**config.mk**
```make
export PLATFORM = sky130hd
export DESIGN_NAME = led_matrix_layer_compositor
export DESIGN_NICKNAME = d
export VERILOG_FILES = /design/src/lmlc_pkg.sv /design/src/lmlc_cell.sv /design/src/lmlc_chain.sv /design/src/led_matrix_layer_compositor.sv
export SDC_FILE = /design/constraint.sdc
export NUM_CORES = 2
export LEC_CHECK = 0
export BUFFER_PORTS_ARGS = -buffer_cell sky130_fd_sc_hd__buf_2
export CAP_MARGIN = 10
export CORE_MARGIN = 2
export CORE_UTILIZATION = 60
export CTS_BUF_LIST = sky130_fd_sc_hd__clkbuf_16
export DETAILED_ROUTE_END_ITERATION = 12
export PLACE_DENSITY = 0.77
export SLEW_MARGIN = 15
export SYNTH_ARGS = -nofsm -noshare
export SYNTH_HDL_FRONTEND = slang
export SYNTH_SLANG_ARGS = --single-unit
export TNS_END_PERCENT = 50
```
**constraint.sdc**
```tcl
create_clock -name clk -period 41.1 [get_ports clk]
set_clock_uncertainty 0.1 [all_clocks]
set_input_delay 2.055 -clock clk [delete_from_list [all_inputs] [get_ports clk]]
set_output_delay 2.055 -clock clk [all_outputs]
set_load 0.03 [all_outputs]
```
**src/lmlc_pkg.sv**
```systemverilog
// shared types and constants of the layer compositor
package lmlc_pkg;

	localparam int GridW = 16;
	localparam int GridH = 16;
	localparam int MaxBoundary = 64;
	localparam int MaxTrail = 64;
	localparam int MaxThinking = 8;
	localparam int CellW = $clog2(GridW * GridH);
	localparam int NumCells = GridW * GridH;

	// every chain has the length of the longest list
	localparam int ChainDepth = MaxBoundary > MaxTrail ?
		(MaxBoundary > MaxThinking ? MaxBoundary : MaxThinking) :
		(MaxTrail > MaxThinking ? MaxTrail : MaxThinking);
	localparam int IdxW = $clog2(ChainDepth);

	typedef enum logic [3:0] {
		REQ_CLEAR = 4'd0,
		REQ_START_EPISODE = 4'd1,
		REQ_ADD_BOUNDARY = 4'd2,
		REQ_START_DYNAMIC = 4'd3,
		REQ_ADD_TRAIL = 4'd4,
		REQ_START_THINKING = 4'd5,
		REQ_ADD_THINKING = 4'd6,
		REQ_TICK = 4'd7,
		REQ_READ = 4'd8
	} req_t;

	localparam logic CFG_SERPENTINE = 1'b0;
	localparam logic CFG_HALF_PERIOD = 1'b1;

	// one point flowing through the cell chain
	typedef struct packed {
		logic vld;
		logic [CellW-1:0] loc;
		logic [7:0] level;
	} point_t;

	// control from the sequencer to each cell chain
	typedef struct packed {
		logic clr;
		logic push;
		logic scan;
		logic [CellW-1:0] loc;
		logic [7:0] level;
	} chain_ctl_t;

	// match status returned by a chain
	typedef struct packed {
		logic hit;
		logic [7:0] level;
	} chain_sts_t;

	typedef enum logic [1:0] {
		ST_IDLE,
		ST_SCAN,
		ST_OUT
	} state_t;

	localparam logic [7:0] AgentR = 8'd255, AgentG = 8'd255, AgentB = 8'd255;
	localparam logic [7:0] TrailR = 8'd15, TrailG = 8'd0, TrailB = 8'd0;
	localparam logic [7:0] BoundR = 8'd0, BoundG = 8'd20, BoundB = 8'd0;
	localparam logic [7:0] TargetR = 8'd0, TargetG = 8'd0, TargetB = 8'd60;

endpackage

```
**src/lmlc_cell.sv**
```systemverilog
// one storage cell of a point chain: holds a point and passes it on when shifting
module lmlc_cell (
	input  logic clk,
	input  logic arst_n,
	input  logic clr,
	input  logic shift,
	input  lmlc_pkg::point_t prev,
	output lmlc_pkg::point_t pt
);
	logic vld_q;
	logic [lmlc_pkg::CellW-1:0] loc_q;
	logic [7:0] level_q;

	// valid bit resets, payload loads only on a shift
	always_ff @(posedge clk or negedge arst_n) begin
		if (!arst_n) begin
			vld_q <= 1'b0;
		end else if (clr) begin
			vld_q <= 1'b0;
		end else if (shift) begin
			vld_q <= prev.vld;
		end
	end

	always_ff @(posedge clk) begin
		if (shift) begin
			loc_q <= prev.loc;
			level_q <= prev.level;
		end
	end

	always_comb begin
		pt.vld = vld_q;
		pt.loc = loc_q;
		pt.level = level_q;
	end
endmodule

```
**src/lmlc_chain.sv**
```systemverilog
// point list as a rotating chain of cells; a scan rotates it once past the head
module lmlc_chain (
	input  logic clk,
	input  logic arst_n,
	// last cell that the list may fill
	input  logic [lmlc_pkg::IdxW-1:0] last_idx,
	input  lmlc_pkg::chain_ctl_t ctl,
	output logic full,
	output lmlc_pkg::chain_sts_t sts
);
	localparam int Depth = lmlc_pkg::ChainDepth;

	lmlc_pkg::point_t pts [Depth];
	lmlc_pkg::point_t feed [Depth];
	lmlc_pkg::point_t ins;
	logic shift;
	logic head_match;
	logic hit_q;
	logic [7:0] lvl_q;

	// a push inserts at the tail, a scan rotates the head back to the tail
	assign shift = ctl.push | ctl.scan;
	always_comb begin
		ins.vld = 1'b1;
		ins.loc = ctl.loc;
		ins.level = ctl.level;
	end
	assign feed[0] = ctl.push ? ins : pts[Depth-1];

	genvar g;
	generate
		for (g = 0; g < Depth; g++) begin : g_cell
			if (g > 0) begin : g_link
				assign feed[g] = pts[g-1];
			end
			lmlc_cell u_cell (
				.clk(clk), .arst_n(arst_n), .clr(ctl.clr), .shift(shift),
				.prev(feed[g]), .pt(pts[g])
			);
		end
	endgenerate

	// the list is full once its last usable cell holds a point
	assign full = pts[last_idx].vld;

	assign head_match = pts[Depth-1].vld && pts[Depth-1].loc == ctl.loc;

	// head match during a scan; oldest comes first, so a later match overrides
	always_ff @(posedge clk or negedge arst_n) begin
		if (!arst_n) begin
			hit_q <= 1'b0;
		end else if (ctl.clr || (!ctl.scan && ctl.push)) begin
			hit_q <= hit_q;
		end else if (!ctl.scan) begin
			hit_q <= 1'b0;
		end else if (head_match) begin
			hit_q <= 1'b1;
		end
	end

	always_ff @(posedge clk) begin
		if (ctl.scan && head_match) begin
			lvl_q <= pts[Depth-1].level;
		end
	end

	always_comb begin
		sts.hit = hit_q;
		sts.level = lvl_q;
	end
endmodule

```
**src/led_matrix_layer_compositor.sv**
```systemverilog
// top level of the layer compositor: sequencer, registers and three point chains
//
//   channel | dir | handshake       | payload
//   s_axis  | in  | tvalid/tready   | req_type, x, y, level, busy, now_ms, strip_position
//   m_axis  | out | tvalid/tready   | red, green, blue, point_stored, blink_on, redraw
//   cfg     | in  | valid/ready     | index (1 bit), data (16 bits)
//
// items other than an on-strip read are accepted, then their result is held in the output register
// an on-strip read also scans: every chain rotates once past its head (64 steps),
// then a final scan state writes the colour from the head matches into the output register
// arst_n empties all lists, blink phase on, serpentine on, half period 15
// a stalled output holds the result; no new item is taken until it is delivered
module led_matrix_layer_compositor (
	input  logic clk,
	input  logic arst_n,
	input  logic s_axis_tvalid,
	output logic s_axis_tready,
	// [3:0] req_type, [19:4] x_coord, [35:20] y_coord, [43:36] level,
	// [44] serial_busy, [76:45] now_ms, [84:77] strip_position, rest zero
	input  logic [87:0] s_axis_tdata,
	output logic m_axis_tvalid,
	input  logic m_axis_tready,
	// [7:0] red, [15:8] green, [23:16] blue, [24] point_stored, [25] blink_on,
	// [26] redraw, rest zero
	output logic [31:0] m_axis_tdata,
	input  logic cfg_valid,
	output logic cfg_ready,
	input  logic cfg_index,
	input  logic [15:0] cfg_data
);
	localparam int CW = lmlc_pkg::CellW;
	localparam int IW = lmlc_pkg::IdxW;
	localparam int ScanLen = lmlc_pkg::ChainDepth;
	localparam int CntW = $clog2(ScanLen + 1);
	localparam logic [IW-1:0] BndLast = IW'(lmlc_pkg::MaxBoundary - 1);
	localparam logic [IW-1:0] TrlLast = IW'(lmlc_pkg::MaxTrail - 1);
	localparam logic [IW-1:0] ThkLast = IW'(lmlc_pkg::MaxThinking - 1);

	lmlc_pkg::state_t state_q, state_nx;
	logic serp_q;
	logic [15:0] half_q;
	logic blink_q;
	logic [31:0] last_q;
	logic [CW-1:0] target_q, agent_q;
	logic target_vld_q, agent_vld_q;
	logic [CntW-1:0] cnt_q;
	logic [CW-1:0] rcell_q;
	logic rin_q;
	logic [31:0] out_q;

	// input fields
	logic [3:0] req;
	logic signed [15:0] xi, yi;
	logic [7:0] lvl, spos;
	logic busy;
	logic [31:0] now;
	logic on_grid;
	logic [CW-1:0] pcell;
	logic acc;

	assign req = s_axis_tdata[3:0];
	assign xi = s_axis_tdata[19:4];
	assign yi = s_axis_tdata[35:20];
	assign lvl = s_axis_tdata[43:36];
	assign busy = s_axis_tdata[44];
	assign now = s_axis_tdata[76:45];
	assign spos = s_axis_tdata[84:77];
	assign acc = s_axis_tvalid & s_axis_tready;
	assign cfg_ready = 1'b1;

	// grid check and cell index of the item point
	always_comb begin
		on_grid = xi >= 0 && xi < 16'(lmlc_pkg::GridW) &&
			yi >= 0 && yi < 16'(lmlc_pkg::GridH);
		pcell = CW'(yi) * CW'(lmlc_pkg::GridW) + CW'(xi);
	end

	// strip position to grid cell with optional serpentine mirror
	logic [CW-1:0] scell;
	logic [CW-1:0] sx, sy;
	logic sin;
	always_comb begin
		sin = 9'(spos) < 9'(lmlc_pkg::NumCells);
		sy = CW'(spos / lmlc_pkg::GridW);
		sx = CW'(spos % lmlc_pkg::GridW);
		if (serp_q && sy[0]) begin
			sx = CW'(lmlc_pkg::GridW - 1) - sx;
		end
		scell = sy * CW'(lmlc_pkg::GridW) + sx;
	end

	// chain control
	lmlc_pkg::chain_ctl_t bctl, tctl, kctl;
	lmlc_pkg::chain_sts_t bsts, tsts, ksts;
	logic bfull, tfull, kfull;
	logic scanning;
	logic scan_on;
	assign scanning = state_q == lmlc_pkg::ST_SCAN;
	// chains rotate while the scan count is below ScanLen, the last scan cycle collects
	assign scan_on = scanning && cnt_q < CntW'(ScanLen);

	always_comb begin
		bctl = '0; tctl = '0; kctl = '0;
		bctl.loc = scanning ? rcell_q : pcell;
		tctl.loc = bctl.loc; kctl.loc = bctl.loc;
		kctl.level = lvl;
		bctl.level = lvl; tctl.level = lvl;
		bctl.scan = scan_on;
		tctl.scan = scan_on;
		kctl.scan = scan_on;
		if (acc) begin
			unique case (req)
				lmlc_pkg::REQ_CLEAR: begin
					bctl.clr = 1'b1; tctl.clr = 1'b1; kctl.clr = 1'b1;
				end
				lmlc_pkg::REQ_START_EPISODE: bctl.clr = 1'b1;
				lmlc_pkg::REQ_ADD_BOUNDARY: bctl.push = on_grid & ~bfull;
				lmlc_pkg::REQ_START_DYNAMIC: begin
					tctl.clr = 1'b1; kctl.clr = 1'b1;
				end
				lmlc_pkg::REQ_ADD_TRAIL: tctl.push = on_grid & ~tfull;
				lmlc_pkg::REQ_START_THINKING: kctl.clr = 1'b1;
				lmlc_pkg::REQ_ADD_THINKING: kctl.push = on_grid & ~kfull;
				default: ;
			endcase
		end
	end

	lmlc_chain u_bnd (
		.clk(clk), .arst_n(arst_n), .last_idx(BndLast), .ctl(bctl), .full(bfull),
		.sts(bsts));
	lmlc_chain u_trl (
		.clk(clk), .arst_n(arst_n), .last_idx(TrlLast), .ctl(tctl), .full(tfull),
		.sts(tsts));
	lmlc_chain u_thk (
		.clk(clk), .arst_n(arst_n), .last_idx(ThkLast), .ctl(kctl), .full(kfull),
		.sts(ksts));

	// next state
	always_comb begin
		state_nx = state_q;
		unique case (state_q)
			lmlc_pkg::ST_IDLE:
				if (acc) state_nx = req == lmlc_pkg::REQ_READ && sin ?
					lmlc_pkg::ST_SCAN : lmlc_pkg::ST_OUT;
			lmlc_pkg::ST_SCAN:
				if (cnt_q == CntW'(ScanLen)) state_nx = lmlc_pkg::ST_OUT;
			lmlc_pkg::ST_OUT:
				if (m_axis_tready) state_nx = lmlc_pkg::ST_IDLE;
			default: state_nx = lmlc_pkg::ST_IDLE;
		endcase
	end

	// handshake outputs
	always_comb begin
		s_axis_tready = state_q == lmlc_pkg::ST_IDLE;
		m_axis_tvalid = state_q == lmlc_pkg::ST_OUT;
		m_axis_tdata = out_q;
	end

	// item decode for the blink tick, stored flag and blink phase after the item
	logic toggle, stored, redraw, blink_nx;
	always_comb begin
		toggle = req == lmlc_pkg::REQ_TICK && !busy && (now - last_q) >= 32'(half_q);
		stored = (bctl.push | tctl.push | kctl.push);
		redraw = req == lmlc_pkg::REQ_CLEAR || req == lmlc_pkg::REQ_START_EPISODE ||
			req == lmlc_pkg::REQ_START_DYNAMIC || req == lmlc_pkg::REQ_START_THINKING ||
			stored || toggle;
		if (toggle) begin
			blink_nx = ~blink_q;
		end else if (req == lmlc_pkg::REQ_CLEAR || req == lmlc_pkg::REQ_START_EPISODE) begin
			blink_nx = 1'b1;
		end else begin
			blink_nx = blink_q;
		end
	end

	// composited colour after the scan
	logic [23:0] rgb;
	always_comb begin
		rgb = '0;
		if (rin_q) begin
			priority if (agent_vld_q && agent_q == rcell_q)
				rgb = {lmlc_pkg::AgentB, lmlc_pkg::AgentG, lmlc_pkg::AgentR};
			else if (ksts.hit)
				rgb = {8'd0, ksts.level, ksts.level};
			else if (!blink_q)
				rgb = '0;
			else if (tsts.hit)
				rgb = {lmlc_pkg::TrailB, lmlc_pkg::TrailG, lmlc_pkg::TrailR};
			else if (target_vld_q && target_q == rcell_q)
				rgb = {lmlc_pkg::TargetB, lmlc_pkg::TargetG, lmlc_pkg::TargetR};
			else if (bsts.hit)
				rgb = {lmlc_pkg::BoundB, lmlc_pkg::BoundG, lmlc_pkg::BoundR};
			else
				rgb = '0;
		end
	end

	// control and layer registers
	always_ff @(posedge clk or negedge arst_n) begin
		if (!arst_n) begin
			state_q <= lmlc_pkg::ST_IDLE;
			serp_q <= 1'b1;
			half_q <= 16'd15;
			blink_q <= 1'b1;
			last_q <= '0;
			target_q <= '0; target_vld_q <= 1'b0;
			agent_q <= '0; agent_vld_q <= 1'b0;
			cnt_q <= '0;
			rin_q <= 1'b0;
		end else begin
			state_q <= state_nx;
			if (cfg_valid) begin
				unique case (cfg_index)
					lmlc_pkg::CFG_SERPENTINE: serp_q <= cfg_data[0];
					lmlc_pkg::CFG_HALF_PERIOD: half_q <= cfg_data;
					default: ;
				endcase
			end
			cnt_q <= scanning ? cnt_q + CntW'(1) : '0;
			if (acc) begin
				rin_q <= req == lmlc_pkg::REQ_READ && sin;
				unique case (req)
					lmlc_pkg::REQ_CLEAR: begin
						target_vld_q <= 1'b0; agent_vld_q <= 1'b0;
						blink_q <= 1'b1; last_q <= now;
					end
					lmlc_pkg::REQ_START_EPISODE: begin
						target_vld_q <= on_grid; target_q <= pcell;
						blink_q <= 1'b1; last_q <= now;
					end
					lmlc_pkg::REQ_START_DYNAMIC: begin
						agent_vld_q <= on_grid; agent_q <= pcell;
					end
					lmlc_pkg::REQ_TICK:
						if (toggle) begin
							blink_q <= ~blink_q; last_q <= now;
						end
					default: ;
				endcase
			end
		end
	end

	// result register: written at accept, colour filled in at scan end
	always_ff @(posedge clk) begin
		if (acc) begin
			out_q <= {5'd0, redraw, blink_nx, stored, 24'd0};
			rcell_q <= scell;
		end else if (state_q == lmlc_pkg::ST_OUT && !m_axis_tvalid) begin
			out_q <= out_q;
		end
		if (state_q == lmlc_pkg::ST_SCAN && state_nx == lmlc_pkg::ST_OUT) begin
			out_q[23:0] <= rgb;
		end
	end

	// one item in flight: no accept while a result is pending
	a_no_accept_busy: assert property (@(posedge clk) disable iff (!arst_n)
		state_q != lmlc_pkg::ST_IDLE |-> !s_axis_tready) else $error("accept while busy");
	// a scan ends within its fixed length
	a_scan_len: assert property (@(posedge clk) disable iff (!arst_n)
		scanning |-> cnt_q <= CntW'(ScanLen)) else $error("scan overrun");
	// blink only changes on an accepted item
	a_blink_acc: assert property (@(posedge clk) disable iff (!arst_n)
		!$past(acc) |-> $stable(blink_q)) else $error("blink changed without item");
endmodule
```
==> impl_metrics.py <==
metrics = {
    "outcome": {
        "status": "completed",
    },
    "routing": {
        "ant_nets": 0,
        "drt_iter0_drc": 3570,
        "viasPerCell": 5.55,
        "drc_errors": 0,
        "first_pass_iters": 5,
        "wl_um": 130000,
        "drt-wirelength-per-cell_um": 21.9,
        "via_count": 33084,
    },
    "die": {
        "core_area_um2": 128000,
        "num_rows": 131,
        "initial_core_util": 0.606,
        "die_w_um": 364,
        "num_io_pins": 145,
        "dieHeight_um": 364,
        "die_area_um2": 132000,
    },
    "timing": {
        "hold_viol": 0,
        "maxSlewViolCount": 0,
        "finalSetupViolations": 0,
        "grt_setup_unrepaired": "no",
        "relSlewSlack": 0.145,
        "min_period_over_period": 0.196,
        "setup_tns_ns": 0,
        "period_needed_ns": 8.04,
        "max_freq_mhz": 124,
        "worstMarginPinSlew_ns": 1.25,
    },
    "placed_design": {
        "dp_hpwl_um": 64000,
        "dp.cells": 5576,
        "portBuffers": 135,
        "place.gp.congestion": 0.824,
    },
    "logic_synthesis": {
        "async_flop_share": 0.116,
        "yosysWarnings": 0,
        "synth_top_area_share": 0.806,
        "synth-seq-cells": 2355,
        "yosys-top-cells-count": "edfxtp_1 (2082), nand2_1 (460), dfrtp_1 (267)",
        "synth.most_common_cell": "edfxtp_1",
        "synth-main-ff-cell": "edfxtp_1",
        "syn_inst": 3789,
        "ys_seq_area_frac": 0.894,
        "netlist_area_um2": 77600,
        "synth.area.top_cells": "edfxtp_1 (81%), dfrtp_1 (8.6%), nand2_1 (2.2%)",
        "avgSynthCellArea_um2": 20.5,
        "synth_top_cell_by_area": "edfxtp_1",
        "synth-edff-count": 2082,
        "synth_cell_types": 83,
    },
    "cells_and_area": {
        "syn_to_final_growth_pct": 11.9,
        "fillCellCount": 7589,
        "drive_above_1_share": 0.132,
        "nNetsFinal": 4222,
        "final_cells": 5966,
    },
    "worst_setup_path": {
        "worst_path_most_repeated_cell": "buf_4",
        "worstPathArrival_ns": 8.38,
        "end_kind": "flip-flop",
        "cpMaxStageDelayCell": "or4_1",
        "cp-start-kind": "input pin",
        "crit_type": "in -> reg",
        "cp_slowest_stage_delay_ns": 0.91,
        "path_cells": "buf_2 -> nor4_1 -> nand4_1 -> nor2_1 -> nand3_1 -> or4_1 -> o21a_2 -> buf_4 -> inv_8 -> buf_4 -> buf_4 -> buf_4",
        "cp_max_fo": 138,
        "required_ns": 41.44,
        "rrSetupSlack_ns": 33.98,
    },
    "clock_tree": {
        "clk_latency_ns": 0.83,
        "cts_tree": "done",
        "ctsHoldBuffers": 0,
        "cts_max_path_buffers": 3,
        "cts_root_buffer": "clkbuf_16",
        "cts_buffers": 207,
        "htreeDepth": 4,
        "cts_resized": 0,
        "clock_sinks": 2355,
        "clk_pin_slew_ns": 0.06,
        "cts_setup_buffers": 0,
    },
    "global_routing": {
        "antenna_found_initial": 24,
        "grt_pass1_vias": 32923,
        "grt_usage": 0.197,
        "grt_pass1_wl_um": 195000,
        "grt-ovfl-total": 0,
        "grt_start_max_net_pins": 221,
    },
    "min_path": {
        "hold_path.class": "reg -> reg",
    },
    "power": {
        "vdd_ir_drop_max_mv": 0.0507,
        "power.leakage_nw": 22.9,
        "p_per_area_nw_per_um2": 55.1,
    },
    "job": {
        "cap_violations": 0,
    },
}
[layer usage]
metal,wire length (µm),GRT usage
met1,56400,0.286
met2,60400,0.297
met3,10600,0.0548
met4,2980,0.0629
met5,65,0
[power by group]
group / leakage (nW) / switching [mW] / total [mW] / internal [mW]
clock: 3.39 / 0.858 / 1.89 / 1.03
sequential: 15.5 / 0.0151 / 2.62 / 2.60
combinational: 3.99 / 0.174 / 0.284 / 0.110
[stage by stage]
stage,power [mW],setup WS [ns],util,area (µm²),hold slack (ns)
6_report,4.79,33.06,0.679,86900,0.274
5_1_grt,4.95,32.57,0.679,86900,0.287
4_1_cts,4.83,33.11,0.678,86800,0.280
3_5_place_dp,2.95,32.19,0.627,80200,0.305
3_3_place_gp,2.94,32.39,0.627,80200,0.300
2_1_floorplan,2.92,7.79,-,77600,0.300
[kinds of logic after synthesis]
logic type               Yosys count  synth area share
multiplexers                      80            0.0128
other                              2         0.0000968
buffers and inverters            183            0.0109
adder cells (fa/ha/maj)           54           0.00890
flip-flops                      2355             0.894
AND/OR/NAND/NOR                  686            0.0380
AO/OA/AOI/OAI                    355            0.0273
XOR/XNOR                          74           0.00835
[area by class of cell]
class                      instances  area (µm²)  area share
tap                             1729        2160      0.0249
clock inverter                   172        1430      0.0164
multi-input combinational       1255        7450      0.0858
sequential                      2355       69400       0.798
inverter                          68         278     0.00320
timing repair buffer             171         992      0.0114
antenna                            9        22.5    0.000259
clock buffer                     207        5180      0.0596
[critical path, delay by kind of cell]
| family | cells | cell delay (ns) |
|---|---|---|
| and+or+nand+nor | 5 | 2.15 |
| buffers and inverters | 6 | 3.62 |
| AOI/OAI and AO/OA | 1 | 0.30 |
[final timing paths]
| check | depth (start not counted) | endpoint | from |
|---|---|---|---|
| worst max-delay path | 12 | u_thk.g_cell[43].u_cell.level_q[7] | s_axis_tdata[24] |
| worst min-delay path | 0 | u_thk.g_cell[3].u_cell.level_q[6] | u_thk.g_cell[2].u_cell.level_q[6] |
| worst max register to register | 13 | u_bnd.g_cell[29].u_cell.loc_q[0] | state_q[0] |
| worst min register to register | 0 | u_thk.g_cell[3].u_cell.level_q[6] | u_thk.g_cell[2].u_cell.level_q[6] |
| max in group asynchronous | 3 | target_q[7] | arst_n |
| min in group asynchronous | 1 | half_q[10] | arst_n |
[cells in the final DEF (no fill, tap or decap), types with 8 or more instances in the layout]
cell,synthesis,final
mux2i_1,13,13
nand4_1,16,16
xor2_1,33,33
clkinv_2,0,27
mux2_2,38,38
nand2b_1,11,11
nand2_1,460,460
ha_1,52,52
nor4_1,14,13
buf_4,18,31
dfrtp_1,267,267
a21o_1,15,15
bufinv_16,0,17
a31oi_1,8,8
clkinv_1,0,54
a21oi_1,190,190
inv_1,67,114
mux2_4,29,29
clkbuf_16,0,207
nand3_1,72,72
nor3_1,12,10
edfxtp_1,2082,2082
xnor2_1,41,41
buf_2,2,134
diode_2,0,9
o21ai_0,60,59
nor2_1,51,51
[flip-flops by register name, summed over array words and instances, names as in the netlist, 16 cells and up]
| register | cells |
|---|---|
| u_trl.g_cell.u_cell.vld_q | 64 |
| u_bnd.g_cell.u_cell.loc_q | 512 |
| u_bnd.g_cell.u_cell.vld_q | 64 |
| half_q | 16 |
| u_thk.g_cell.u_cell.vld_q | 64 |
| u_trl.g_cell.u_cell.loc_q | 512 |
| u_thk.g_cell.u_cell.loc_q | 512 |
| m_axis_tdata | 18 |
| last_q | 32 |
| u_thk.g_cell.u_cell.level_q | 512 |
Power figures use the tool's default switching activity.
